**src/hw/rtl/sktu_pkg.sv**
```systemverilog
// Shared types and codes for the sorted key table upsert block.
package sktu_pkg;

  localparam int unsigned KEY_W  = 64;
  localparam int unsigned ROLE_W = 32;
  localparam int unsigned MASK_W = 32;
  localparam int unsigned SLOT_W = 5;
  localparam int unsigned CAP_W  = 5;
  localparam int unsigned ADDR_W = 3;
  localparam int unsigned DATA_W = 32;

  localparam logic [CAP_W-1:0] CAP_RESET = 5'd16;

  // register index decoded from paddr[2]
  localparam logic REG_CAPACITY = 1'b0;

  localparam logic KIND_UPSERT = 1'b0;
  localparam logic KIND_CLEAR  = 1'b1;

  typedef enum logic [1:0] {
    ST_UPDATED  = 2'd0,
    ST_INSERTED = 2'd1,
    ST_REJECTED = 2'd2,
    ST_CLEARED  = 2'd3
  } status_e;

  typedef struct packed {
    logic [KEY_W-1:0]  key;
    logic [ROLE_W-1:0] role;
    logic [MASK_W-1:0] mask;
  } rec_t;

  // control broadcast from the sequencer to every cell
  typedef struct packed {
    logic             cmp;
    logic             upd;
    logic             ins;
    logic [KEY_W-1:0] key;
  } cell_ctrl_t;

endpackage

```
**src/hw/rtl/sktu_if.sv**
```systemverilog
// Request and response channel interfaces of the sorted key table.
interface sktu_req_if;
  logic        valid;
  logic        ready;
  logic        kind;
  logic [63:0] agent_key;
  logic [31:0] role_value;
  logic [31:0] action_mask;

  modport source (output valid, kind, agent_key, role_value, action_mask, input ready);
  modport sink   (input valid, kind, agent_key, role_value, action_mask, output ready);
endinterface

interface sktu_rsp_if;
  logic       valid;
  logic       ready;
  logic [1:0] status;
  logic [4:0] slot_position;
  logic       was_present;
  logic [4:0] entries_used;

  modport source (output valid, status, slot_position, was_present, entries_used,
                  input ready);
  modport sink   (input valid, status, slot_position, was_present, entries_used,
                  output ready);
endinterface

```
**src/hw/rtl/sorted_key_table_upsert_top.sv**
```systemverilog
// Top level of the sorted key table with insert-or-update, built as a row of cells.
//
//  channel  | dir | handshake        | payload
//  ---------+-----+------------------+------------------------------------------
//  req_i    | in  | valid / ready    | kind, agent_key, role_value, action_mask
//  rsp_o    | out | valid / ready    | status, slot_position, was_present,
//           |     |                  | entries_used
//  APB      | in  | psel / penable   | paddr, pwdata, prdata (capacity_limit)
//
// On acceptance every cell compares its key with the request key in parallel
// and registers the flags; in the commit state the cells update in place or
// shift up by one to make room. A new request is taken once the
// previous one has committed. The result sits in an output register, so a
// request may be accepted while an earlier result waits; a stalled response
// holds the commit cycle. Reset empties the table at once (no clearing pass)
// and sets capacity_limit to 16.
module sorted_key_table_upsert_top #(
  parameter int unsigned TABLE_DEPTH = 16
) (
  input  logic                          clk_i,
  input  logic                          rst_ni,
  sktu_req_if.sink                      req_i,
  sktu_rsp_if.source                    rsp_o,
  input  logic                          psel,
  input  logic                          penable,
  input  logic                          pwrite,
  input  logic [sktu_pkg::ADDR_W-1:0]   paddr,
  input  logic [sktu_pkg::DATA_W-1:0]   pwdata,
  output logic [sktu_pkg::DATA_W-1:0]   prdata,
  output logic                          pready
);
  import sktu_pkg::*;

  localparam int unsigned CNT_W = $clog2(TABLE_DEPTH + 1);
  // common width for count, capacity and slot arithmetic
  localparam int unsigned CW    = (CNT_W > CAP_W) ? CNT_W : CAP_W;
  localparam logic [CW-1:0] DEPTH_CW = CW'(TABLE_DEPTH);

  localparam logic S_IDLE = 1'b0;
  localparam logic S_COMMIT = 1'b1;

  logic             state_q, state_d;
  logic [CNT_W-1:0] count_q;
  logic [CAP_W-1:0] cap_q;
  logic             kind_q;
  rec_t             item_q;

  logic             req_fire;
  logic             rsp_free;
  logic             commit;

  cell_ctrl_t       ctrl;
  rec_t             rec    [TABLE_DEPTH];
  logic [TABLE_DEPTH-1:0] lt_vec;
  logic [TABLE_DEPTH-1:0] eq_vec;
  logic [TABLE_DEPTH-1:0] live_vec;
  logic [TABLE_DEPTH:0]   bnd_vec;

  logic [CW-1:0]    count_cw;
  logic [CW-1:0]    eff_cap;
  logic [CW-1:0]    pos;
  logic             found;
  logic             full;
  logic             do_ins;

  // Configuration port: pready is tied high, reads return the register.
  assign pready = 1'b1;

  always_ff @(posedge clk_i or negedge rst_ni) begin
    if (!rst_ni) begin
      cap_q <= CAP_RESET;
    end else if (psel && penable && pwrite && (paddr[2] == REG_CAPACITY)) begin
      cap_q <= pwdata[CAP_W-1:0];
    end
  end

  always_comb begin
    prdata = '0;
    if (paddr[2] == REG_CAPACITY) begin
      prdata = DATA_W'(cap_q);
    end
  end

  // Sequencer: accept, then commit once the output register is free.
  assign req_i.ready = (state_q == S_IDLE);
  assign req_fire    = req_i.valid && req_i.ready;
  assign rsp_free    = !rsp_o.valid || rsp_o.ready;
  assign commit      = (state_q == S_COMMIT) && rsp_free;

  always_comb begin
    state_d = state_q;
    case (state_q)
      S_IDLE:   if (req_fire) state_d = S_COMMIT;
      S_COMMIT: if (commit)   state_d = S_IDLE;
      default:  state_d = S_IDLE;
    endcase
  end

  always_ff @(posedge clk_i or negedge rst_ni) begin
    if (!rst_ni) begin
      state_q <= S_IDLE;
    end else begin
      state_q <= state_d;
    end
  end

  // hold the request payload for the commit cycle
  always_ff @(posedge clk_i) begin
    if (req_fire) begin
      kind_q      <= req_i.kind;
      item_q.key  <= req_i.agent_key;
      item_q.role <= req_i.role_value;
      item_q.mask <= req_i.action_mask;
    end
  end

  // Row of cells. Cell 0 sees a virtual neighbour below every key.
  assign ctrl.cmp = req_fire;
  assign ctrl.key = req_i.agent_key;
  assign ctrl.upd = commit && (kind_q == KIND_UPSERT) && found;
  assign ctrl.ins = do_ins;

  for (genvar i = 0; i < TABLE_DEPTH; i++) begin : g_cell
    assign live_vec[i] = (CNT_W'(i) < count_q);

    if (i == 0) begin : g_first
      sktu_cell u_cell (
        .clk_i       (clk_i),
        .rst_ni      (rst_ni),
        .ctrl_i      (ctrl),
        .item_i      (item_q),
        .live_i      (live_vec[i]),
        .prev_live_i (1'b0),
        .prev_lt_i   (1'b1),
        .prev_rec_i  (item_q),
        .rec_o       (rec[i]),
        .lt_o        (lt_vec[i]),
        .eq_o        (eq_vec[i])
      );
    end else begin : g_next
      sktu_cell u_cell (
        .clk_i       (clk_i),
        .rst_ni      (rst_ni),
        .ctrl_i      (ctrl),
        .item_i      (item_q),
        .live_i      (live_vec[i]),
        .prev_live_i (live_vec[i-1]),
        .prev_lt_i   (lt_vec[i-1]),
        .prev_rec_i  (rec[i-1]),
        .rec_o       (rec[i]),
        .lt_o        (lt_vec[i]),
        .eq_o        (eq_vec[i])
      );
    end
  end

  // Slot is the first place whose key is not below the request key: the
  // edge of the thermometer formed by the less-than flags.
  always_comb begin
    bnd_vec[0] = !lt_vec[0];
    for (int j = 1; j < TABLE_DEPTH; j++) begin
      bnd_vec[j] = lt_vec[j-1] && !lt_vec[j];
    end
    bnd_vec[TABLE_DEPTH] = lt_vec[TABLE_DEPTH-1];
  end

  always_comb begin
    pos = '0;
    for (int j = 0; j <= TABLE_DEPTH; j++) begin
      pos = pos | (bnd_vec[j] ? CW'(j) : '0);
    end
  end

  assign found    = |eq_vec;
  assign count_cw = CW'(count_q);
  assign eff_cap  = (CW'(cap_q) > DEPTH_CW) ? DEPTH_CW : CW'(cap_q);
  assign full     = (count_cw >= eff_cap);
  assign do_ins   = commit && (kind_q == KIND_UPSERT) && !found && !full;

  always_ff @(posedge clk_i or negedge rst_ni) begin
    if (!rst_ni) begin
      count_q <= '0;
    end else if (commit && (kind_q == KIND_CLEAR)) begin
      count_q <= '0;
    end else if (do_ins) begin
      count_q <= count_q + CNT_W'(1);
    end
  end

  // Output register: advance on commit, drop valid when taken.
  always_ff @(posedge clk_i or negedge rst_ni) begin
    if (!rst_ni) begin
      rsp_o.valid <= 1'b0;
    end else if (commit) begin
      rsp_o.valid <= 1'b1;
    end else if (rsp_o.ready) begin
      rsp_o.valid <= 1'b0;
    end
  end

  always_ff @(posedge clk_i) begin
    if (commit) begin
      if (kind_q == KIND_CLEAR) begin
        rsp_o.status        <= ST_CLEARED;
        rsp_o.slot_position <= '0;
        rsp_o.was_present   <= 1'b0;
        rsp_o.entries_used  <= '0;
      end else if (found) begin
        rsp_o.status        <= ST_UPDATED;
        rsp_o.slot_position <= pos[SLOT_W-1:0];
        rsp_o.was_present   <= 1'b1;
        rsp_o.entries_used  <= count_cw[SLOT_W-1:0];
      end else if (full) begin
        rsp_o.status        <= ST_REJECTED;
        rsp_o.slot_position <= pos[SLOT_W-1:0];
        rsp_o.was_present   <= 1'b0;
        rsp_o.entries_used  <= count_cw[SLOT_W-1:0];
      end else begin
        rsp_o.status        <= ST_INSERTED;
        rsp_o.slot_position <= pos[SLOT_W-1:0];
        rsp_o.was_present   <= 1'b0;
        rsp_o.entries_used  <= SLOT_W'(count_cw + CW'(1));
      end
    end
  end

`ifndef ASSERT_OFF
  a_count_in_range: assert property (@(posedge clk_i) disable iff (!rst_ni)
    CW'(count_q) <= DEPTH_CW)
    else $error("entry count beyond table depth");

  a_match_unique: assert property (@(posedge clk_i) disable iff (!rst_ni)
    (state_q == S_COMMIT) |-> $onehot0(eq_vec))
    else $error("key matched in more than one slot");

  a_edge_unique: assert property (@(posedge clk_i) disable iff (!rst_ni)
    (state_q == S_COMMIT) |-> $onehot(bnd_vec))
    else $error("slot edge not unique, table out of order");

  a_insert_grows: assert property (@(posedge clk_i) disable iff (!rst_ni)
    do_ins |=> (count_q == $past(count_q) + CNT_W'(1)))
    else $error("insert did not grow the count");

  a_reject_holds: assert property (@(posedge clk_i) disable iff (!rst_ni)
    (commit && (kind_q == KIND_UPSERT) && !found && full) |=> $stable(count_q))
    else $error("rejected request changed the count");
`endif

endmodule

```
**src/hw/rtl/sktu_cell.sv**
```systemverilog
// One table slot: holds a record, compares it and shifts from its lower neighbour.
module sktu_cell (
  input  logic               clk_i,
  input  logic               rst_ni,
  input  sktu_pkg::cell_ctrl_t ctrl_i,
  input  sktu_pkg::rec_t     item_i,
  input  logic               live_i,
  input  logic               prev_live_i,
  input  logic               prev_lt_i,
  input  sktu_pkg::rec_t     prev_rec_i,
  output sktu_pkg::rec_t     rec_o,
  output logic               lt_o,
  output logic               eq_o
);
  import sktu_pkg::*;

  rec_t rec_q;
  logic lt_q;
  logic eq_q;

  // capture compare flags against the incoming key
  always_ff @(posedge clk_i or negedge rst_ni) begin
    if (!rst_ni) begin
      lt_q <= 1'b0;
      eq_q <= 1'b0;
    end else if (ctrl_i.cmp) begin
      lt_q <= live_i && (rec_q.key < ctrl_i.key);
      eq_q <= live_i && (rec_q.key == ctrl_i.key);
    end
  end

  always_ff @(posedge clk_i) begin
    if (ctrl_i.upd && eq_q) begin
      rec_q.role <= item_i.role;
      rec_q.mask <= item_i.mask;
    end else if (ctrl_i.ins) begin
      if (prev_lt_i && !lt_q) begin
        rec_q <= item_i;
      end else if (prev_live_i && !prev_lt_i) begin
        rec_q <= prev_rec_i;
      end
    end
  end

  assign rec_o = rec_q;
  assign lt_o  = lt_q;
  assign eq_o  = eq_q;

endmodule

```
**src/flat_wrapper.sv**
```systemverilog
// flat-port wrapper written by rule: the top's interface ports become plain ports
module sorted_key_table_upsert_top_flat import sktu_pkg::*;
#(
  parameter int unsigned TABLE_DEPTH = 16
)
  (clk_i, rst_ni, psel, penable, pwrite, paddr, pwdata, prdata, pready, req_i_valid, req_i_kind, req_i_agent_key, req_i_role_value, req_i_action_mask, req_i_ready, rsp_o_valid, rsp_o_status, rsp_o_slot_position, rsp_o_was_present, rsp_o_entries_used, rsp_o_ready);
  sktu_req_if req_i_i ();
  sktu_rsp_if rsp_o_i ();
  input  logic clk_i;
  input  logic rst_ni;
  input  logic psel;
  input  logic penable;
  input  logic pwrite;
  input  logic [sktu_pkg::ADDR_W-1:0] paddr;
  input  logic [sktu_pkg::DATA_W-1:0] pwdata;
  output logic [sktu_pkg::DATA_W-1:0] prdata;
  output logic pready;
  input wire logic [$bits(req_i_i.valid)-1:0] req_i_valid;
  input wire logic [$bits(req_i_i.kind)-1:0] req_i_kind;
  input wire logic [$bits(req_i_i.agent_key)-1:0] req_i_agent_key;
  input wire logic [$bits(req_i_i.role_value)-1:0] req_i_role_value;
  input wire logic [$bits(req_i_i.action_mask)-1:0] req_i_action_mask;
  output wire logic [$bits(req_i_i.ready)-1:0] req_i_ready;
  output wire logic [$bits(rsp_o_i.valid)-1:0] rsp_o_valid;
  output wire logic [$bits(rsp_o_i.status)-1:0] rsp_o_status;
  output wire logic [$bits(rsp_o_i.slot_position)-1:0] rsp_o_slot_position;
  output wire logic [$bits(rsp_o_i.was_present)-1:0] rsp_o_was_present;
  output wire logic [$bits(rsp_o_i.entries_used)-1:0] rsp_o_entries_used;
  input wire logic [$bits(rsp_o_i.ready)-1:0] rsp_o_ready;
  assign req_i_i.valid = req_i_valid;
  assign req_i_i.kind = req_i_kind;
  assign req_i_i.agent_key = req_i_agent_key;
  assign req_i_i.role_value = req_i_role_value;
  assign req_i_i.action_mask = req_i_action_mask;
  assign req_i_ready = req_i_i.ready;
  assign rsp_o_valid = rsp_o_i.valid;
  assign rsp_o_status = rsp_o_i.status;
  assign rsp_o_slot_position = rsp_o_i.slot_position;
  assign rsp_o_was_present = rsp_o_i.was_present;
  assign rsp_o_entries_used = rsp_o_i.entries_used;
  assign rsp_o_i.ready = rsp_o_ready;
  sorted_key_table_upsert_top #(.TABLE_DEPTH(TABLE_DEPTH)) u_core (.clk_i(clk_i), .rst_ni(rst_ni), .req_i(req_i_i), .rsp_o(rsp_o_i), .psel(psel), .penable(penable), .pwrite(pwrite), .paddr(paddr), .pwdata(pwdata), .prdata(prdata), .pready(pready));
endmodule
```
**config.mk**
```make
export PLATFORM = sky130hd
export DESIGN_NAME = sorted_key_table_upsert_top_flat
export DESIGN_NICKNAME = d
export VERILOG_FILES = /design/src/hw/rtl/sktu_pkg.sv /design/src/hw/rtl/sktu_if.sv /design/src/hw/rtl/sorted_key_table_upsert_top.sv /design/src/hw/rtl/sktu_cell.sv /design/src/flat_wrapper.sv
export SDC_FILE = /design/constraint.sdc
export NUM_CORES = 2
export LEC_CHECK = 0
export ABC_CLOCK_PERIOD_IN_PS = 9810
export BUFFER_PORTS_ARGS = -buffer_cell sky130_fd_sc_hd__clkbuf_2
export CORE_AREA = 2 2 376 378
export CTS_CLUSTER_DIAMETER = 200
export DETAILED_ROUTE_END_ITERATION = 8
export DIE_AREA = 0 0 378 380
export HOLD_SLACK_MARGIN = 0.05
export PLACE_DENSITY = 0.75
export SYNTH_ARGS = -nofsm -noshare
export SYNTH_HDL_FRONTEND = slang
export SYNTH_SLANG_ARGS = --single-unit
```
**constraint.sdc**
```tcl
create_clock -name clk_i -period 9.81 [get_ports clk_i]
set_input_delay 1.962 -clock clk_i [delete_from_list [all_inputs] [get_ports clk_i]]
set_output_delay 1.962 -clock clk_i [all_outputs]
set_load 0.01 [all_outputs]
```
======== Word-level counts from Yosys, hierarchy flattened ========
Cells that the tools add are included.
word-level totals
  memory bits (writable) .................. 0
  word-level logic and storage cells ...... 454
  memories kept ........................... 0
  register bits after elaboration ......... 2170
  memory bits (read-only) ................. 0
  input bits .............................. 171
  bits in latches ......................... 0
operators by class
  mux-type cells .......................... 91
  multipliers ............................. 0
  divide/modulo/power cells ............... 0
  equal/unequal tests ..................... 17
  magnitude comparators ................... 34
  reduce and logical (&&, ||, !) cells .... 186
  bitwise logic cells ..................... 35
  shifts and indexed selects .............. 0
  add/subtract/negate cells ............... 1
operators by type and width
  operator                                                              count
  128-bit two-way mux                                                   30
  64-bit two-way mux                                                    31
  64-bit == test                                                        16
  64-bit < comparator                                                   16
  1-bit logical AND                                                     88
  5-bit OR                                                              15
  2-bit nonzero test                                                    32
  3-bit AND reduction                                                   16
  3-bit nonzero test                                                    14
  4-bit by 5-bit < comparator with 1-bit output (first input constant)  8
  5-bit two-way mux                                                     7
  4-bit two-way mux                                                     8
  2-bit AND reduction                                                   15
  3-bit by 5-bit < comparator with 1-bit output (first input constant)  4
  1-bit inverter                                                        20
  1-bit logical NOT                                                     19
  16-bit OR reduction                                                   1
  3-bit two-way mux                                                     4
  1-bit by 5-bit < comparator with 1-bit output (first input constant)  2
  2-bit by 5-bit < comparator with 1-bit output (first input constant)  2
  2-bit two-way mux                                                     4
  1-bit two-way mux                                                     6
  5-bit by 1-bit adder with 5-bit output (second input constant)        1
  5-bit >= comparator                                                   1
  other kinds (4)                                                       4

======== Longest topological paths before layout ========
  depth in word-level cells ............... 18
  mapped depth ............................ 11
  depth with buffers taken out ............ 9

======== Hierarchy ========
A second synthesis with hierarchy kept.
second synthesis, totals
  cells, all modules ...................... 8525
  area, all modules ....................... 120421.7 um2
by module, submodules not included
  module                       sequential area each (um2)  area each (um2)  instances  cells an instance
  sktu_cell                    3893.7                      7171.9           16         512
  sorted_key_table_upsert_top  4565.6                      5671.7           1          333

======== Worst setup path after synthesis ========
Ideal clock, no wire load.
  kind .................................... input -> register
  start point ............................. input port rsp_o_ready
  end point ............................... register u_core.g_cell[10].g_next.u_cell.rec_q, in the netlist u_core.g_cell[10].g_next.u_cell.rec_o[100] (enable)
  cell stages on the path ................. 6
  slack ................................... 1.810 ns
  path buffers ............................ 1
  library setup time ...................... 0.581 ns
  arrival time ............................ 7.419 ns
  path through ............................ nand2b_1 > nand2_1 > nor2_1 > nand2_1 > clkbuf_1 > a211oi_1
between the ends
  longest elaborated chain between the ends .. 7
  elaborated cells on any way between the ends .. 9
RTL lines
  element                                 line                                                                    source
  start: declaration                      flat_wrapper.sv:29                                                      input wire logic [$bits(rsp_o_i.ready)-1:0] rsp_o_ready;
  1-bit logical OR *                      sorted_key_table_upsert_top.sv:87                                       assign rsp_free = !rsp_o.valid || rsp_o.ready;
  1-bit logical AND *                     sorted_key_table_upsert_top.sv:88                                       assign commit = (state_q == S_COMMIT) && rsp_free;
  1-bit logical AND *                     sorted_key_table_upsert_top.sv:120, sorted_key_table_upsert_top.sv:178
  1-bit logical AND                       sorted_key_table_upsert_top.sv:120                                      assign ctrl.upd = commit && (kind_q == KIND_UPSERT) && found;
  1-bit logical AND                       sktu_cell.sv:33                                                         if (ctrl_i.upd && eq_q) begin
  1-bit inverter (no source line)         n/a
  3-bit AND reduction (no source line) *  n/a
  end signal: assignment                  sktu_cell.sv:38                                                         rec_q <= item_i;
  end signal: assignment                  sktu_cell.sv:40                                                         rec_q <= prev_rec_i;
  end: declaration                        sktu_cell.sv:17                                                         rec_t rec_q;
Every way passes the cells marked *; elsewhere a longest branch is shown, timed or not.
A chain may end at the register's enable or synchronous reset.

======== Final worst setup path ========
  start point ............................. input port req_i_agent_key[63]
  end point ............................... register u_core.g_cell[3].g_next.u_cell.lt_q
between the ends
  longest elaborated chain between the ends .. 2
RTL lines
  element                 line                source
  start: declaration      flat_wrapper.sv:20  input wire logic [$bits(req_i_i.agent_key)-1:0] req_i_agent_key;
  64-bit < comparator     sktu_cell.sv:27     lt_q <= live_i && (rec_q.key < ctrl_i.key);
  1-bit logical AND       sktu_cell.sv:27
  end signal: assignment  sktu_cell.sv:27
  end: declaration        sktu_cell.sv:18     logic lt_q;
Every way passes these cells.

==> impl_metrics.xml <==
<?xml version="1.0" encoding="UTF-8"?>
<metrics>
  <group name="final_layout">
    <metric name="drive_gt1_share" unit="%">26.3</metric>
    <metric name="layoutNonFillerInstCount" unit="">7285</metric>
    <metric name="commonest_cells_after_routing_fill_and_taps_aside" unit="">sky130_fd_sc_hd__edfxtp_1 (1102), sky130_fd_sc_hd__ha_1 (1030), sky130_fd_sc_hd__mux2_2 (964), sky130_fd_sc_hd__a21oi_1 (331), sky130_fd_sc_hd__nand4_1 (216)</metric>
    <metric name="area_added_between_synthesis_and_finish" unit="%">10.8</metric>
    <metric name="nets" unit="">6502</metric>
    <metric name="finish.instance_area" unit="um^2">76700</metric>
    <metric name="final_common_cell" unit="">sky130_fd_sc_hd__edfxtp_1</metric>
  </group>
  <group name="power">
    <metric name="max-vdd-ir-drop" unit="mV">0.260</metric>
    <metric name="power_per_cell_area" unit="nW/um^2">202</metric>
    <metric name="leakage_power" unit="nW">30.0</metric>
    <metric name="totalPowerFinal" unit="mW">15.5</metric>
  </group>
  <group name="timing">
    <metric name="clock-skew-final" unit="ns">0.0323</metric>
    <metric name="post-route-min-period" unit="ns">5.69</metric>
    <metric name="finalSetupViolCount" unit="">0</metric>
    <metric name="final.period_utilization" unit="%">58.0</metric>
    <metric name="grt_setup_unrepaired" unit="">false</metric>
    <metric name="timing.final.hold_violations" unit="">0</metric>
    <metric name="maxSlewViolCount" unit="">0</metric>
    <metric name="worst-slew-pin-transition" unit="ns">1.36</metric>
    <metric name="slew_headroom" unit="%">8.61</metric>
    <metric name="final.setup.worst_slack" unit="ns">4.12</metric>
    <metric name="highest_clock_rate" unit="GHz">0.176</metric>
    <metric name="finalSetupTns" unit="ns">0</metric>
  </group>
  <group name="die">
    <metric name="fp.dieArea" unit="um^2">144000</metric>
    <metric name="boundaryPins" unit="">219</metric>
    <metric name="horiz_die_dim" unit="um">378</metric>
    <metric name="die_h" unit="um">380</metric>
    <metric name="placementRows" unit="">137</metric>
    <metric name="start_util" unit="%">49.7</metric>
    <metric name="core" unit="um^2">139000</metric>
  </group>
  <group name="synthesis">
    <metric name="synth_async_sr_flop_share" unit="%">3.84</metric>
    <metric name="ys_seq_elements" unit="">1146</metric>
    <metric name="yosysSeqAreaShare" unit="%">49.4</metric>
    <metric name="synth.yosys.warnings" unit="">0</metric>
    <metric name="synth.top_cells.by_area" unit="">sky130_fd_sc_hd__edfxtp_1 (48%), sky130_fd_sc_hd__ha_1 (19%), sky130_fd_sc_hd__mux2_2 (16%)</metric>
    <metric name="postSynthCellCount" unit="">5147</metric>
    <metric name="yosys.area.top_type_share" unit="%">47.8</metric>
    <metric name="yosys_most_used_dff" unit="">sky130_fd_sc_hd__edfxtp_1</metric>
    <metric name="post_synth.cell_area_avg" unit="um^2">13.5</metric>
    <metric name="synth_largest_area_cell" unit="">sky130_fd_sc_hd__edfxtp_1</metric>
    <metric name="synth_cell_type_count" unit="">72</metric>
    <metric name="synth_area" unit="um^2">69200</metric>
    <metric name="synth_edf_count" unit="">1102</metric>
  </group>
  <group name="critical_path">
    <metric name="slowest_stage" unit="">sky130_fd_sc_hd__nor4_1</metric>
    <metric name="crit_start_category" unit="">input port</metric>
    <metric name="timing_worst_setup_path_type" unit="">input port to flip-flop</metric>
    <metric name="worstPathCellList" unit="">clkbuf_2 -&gt; inv_1 -&gt; buf_4 -&gt; ha_1 -&gt; nand4_1 -&gt; nor4_1 -&gt; nand2_1 -&gt; or4_1 -&gt; nor4_1 -&gt; o31a_1 -&gt; o41ai_1</metric>
    <metric name="worstRegToRegCells" unit="">8</metric>
    <metric name="crit_path_max_incr_delay" unit="ns">1.17</metric>
    <metric name="critical_path_arrival" unit="ns">6.31</metric>
    <metric name="worst_ep_required_time" unit="ns">10.43</metric>
    <metric name="endpoint_kind" unit="">flip-flop</metric>
    <metric name="cp_max_fo" unit="">16</metric>
    <metric name="crit_path_frequent_cell" unit="">sky130_fd_sc_hd__nor4_1</metric>
  </group>
  <group name="clock_network">
    <metric name="tritoncts_clock_tree" unit="">done</metric>
    <metric name="cts.repair.resized" unit="">0</metric>
    <metric name="worstSkewPairLatency" unit="ns">0.79</metric>
    <metric name="cts.hold.buffers_added" unit="">0</metric>
    <metric name="cts_sinks" unit="">1146</metric>
    <metric name="ctsLongestPathBuffers" unit="">3</metric>
    <metric name="cts.root.buffer_cell" unit="">sky130_fd_sc_hd__clkbuf_16</metric>
    <metric name="cts.reportedPaths.clkPinSlew" unit="ns">0.05</metric>
    <metric name="post-cts-setup-buffer-count" unit="">0</metric>
    <metric name="cts-buffers-inserted" unit="">134</metric>
    <metric name="ctsHtreeMaxLevel" unit="">4</metric>
  </group>
  <group name="placement">
    <metric name="place_congestion" unit="">0.922</metric>
    <metric name="dpl.cell_count" unit="">7041</metric>
    <metric name="port_buffers" unit="">97</metric>
    <metric name="post_dp_cell_area" unit="um^2">72500</metric>
    <metric name="place.detailed.hpwl" unit="um">136000</metric>
    <metric name="post-place-ws" unit="ns">3.48</metric>
  </group>
  <group name="drt">
    <metric name="detail_route.first_pass.iterations" unit="">6</metric>
    <metric name="vias" unit="">46100</metric>
    <metric name="detailedRoute.firstIterationViolations" unit="">4529</metric>
    <metric name="routedWlPerCell" unit="um">26.1</metric>
    <metric name="totalWireLength" unit="um">190000</metric>
    <metric name="antenna_left" unit="">0</metric>
    <metric name="routed_via_density" unit="">6.33</metric>
    <metric name="drc" unit="">0</metric>
  </group>
  <group name="hold_path">
    <metric name="holdPathStages" unit="">2</metric>
    <metric name="hp-class" unit="">flip-flop to flip-flop</metric>
  </group>
  <group name="status">
    <metric name="status" unit="">completed</metric>
  </group>
  <group name="grt">
    <metric name="first_global_vias" unit="">47400</metric>
    <metric name="wire_length_of_the_first_global_routing_pass" unit="um">286000</metric>
    <metric name="grt_max_degree" unit="">68</metric>
    <metric name="gr_ovfl_total" unit="">0</metric>
    <metric name="grt.total_usage" unit="%">26.3</metric>
    <metric name="antenna_violations_before_repair" unit="">4</metric>
  </group>
  <group name="flow_run">
    <metric name="max_cap_violations" unit="">0</metric>
  </group>
</metrics>
[Yosys cell counts (all sizes together), types with 9 or more instances]
library cell	instances
edfxtp	1102
ha	1030
mux2	964
a21oi	331
nand4	216
a21o	206
nand2	150
o21ai	141
clkbuf	138
nor2	99
inv	93
buf	76
nor2b	73
nand3	69
a211oi	64
nor3	55
dfrtp	43
nor4	36
nand2b	27
a2111oi	23
o211ai	19
and4	15
o21a	15
or3	12
or2	11
a221oi	9
a31oi	9
a32o	9
o31ai	9
[power by group]
group | internal [mW] | switching (mW) | total [mW]
registers | 6.16 | 0.381 | 6.54
clock network | 2.89 | 2.08 | 4.96
logic | 1.87 | 2.15 | 4.02
total | 10.9 | 4.60 | 15.5
[state kept, by name, summed over array words and instances (netlist names), 2 cells and up]
name,cells
u_core.g_cell.g_next.u_cell.rec_o,960
u_core.g_cell.g_first.u_cell.rec_o,64
u_core.item_q,64
u_core.g_cell.g_next.u_cell.eq_o,15
u_core.g_cell.g_next.u_cell.lt_o,15
u_core.cap_q,5
u_core.count_cw,5
u_core.rsp_o.entries_used,5
u_core.rsp_o.slot_position,5
u_core.rsp_o.status,2
[stage by stage]
| stage | utilization, % | hold slack, ns |
|---|---|---|
| after floorplan | - | 0.461 |
| after global placement | 52.1 | 0.491 |
| after detailed placement | 52.1 | 0.502 |
| after CTS | 55.1 | 0.516 |
| after global routing | 55.1 | 0.552 |
| final | 55.1 | 0.517 |
[per-layer routing]
metal,vias up,track usage (%),share of wire (%),wire (um)
li1,20800,-,-,-
met2,1711,43.5,48,90700
met3,401,5.55,7.9,15000
met1,23200,33.4,40,76800
met4,2,10.6,4.1,7770
met5,-,0,0.0053,10
[path summary, 6_finish.rpt]
path / from / endpoint / slack, ns
min in group asynchronous: rst_ni / u_core.g_cell[15].g_next.u_cell.eq_o$_DFFE_PN0P_ / 1.30
worst max-delay path: req_i_agent_key[63] / u_core.g_cell[3].g_next.u_cell.lt_o$_DFFE_PN0P_ / 4.12
worst min register to register: u_core.state_q$_DFF_PN0_ / u_core.rsp_o.valid$_DFFE_PN0P_ / 0.52
max in group asynchronous: rst_ni / u_core.g_cell[0].g_first.u_cell.lt_o$_DFFE_PN0P_ / 8.03
worst max register to register: u_core.g_cell[3].g_next.u_cell.rec_o[127]$_DFFE_PP_ / u_core.g_cell[3].g_next.u_cell.lt_o$_DFFE_PN0P_ / 5.29
worst min-delay path: u_core.state_q$_DFF_PN0_ / u_core.rsp_o.valid$_DFFE_PN0P_ / 0.52
[layout make-up]
type | count | area (um^2)
fillers | 11200 | 62400
multi-input cells | 3720 | 34300
flip-flops and latches | 1146 | 34200
clock buffers | 166 | 3590
well taps | 1876 | 2350
repair buffers | 206 | 1300
clock inverters | 75 | 687
inverters | 93 | 352
diodes | 3 | 7.51
[kinds of logic after synthesis]
logic type      Yosys count  synth area share, %
buf+inv                 307                 1.82
mux                     966                 15.7
fa+ha+maj              1030                 18.6
compound gates          900                 8.23
flops                  1146                 49.4
other cells               2               0.0108
simple gates            792                 6.19
xor+xnor                  4               0.0506
[worst max-delay path: cells and delay by family]
kind            cells  cell delay [ns]
buf+inv             3             0.33
fa+ha+maj           1             0.33
simple gates        5             3.25
compound gates      2             0.40
Note: power is estimated with default switching activity, not from simulation.
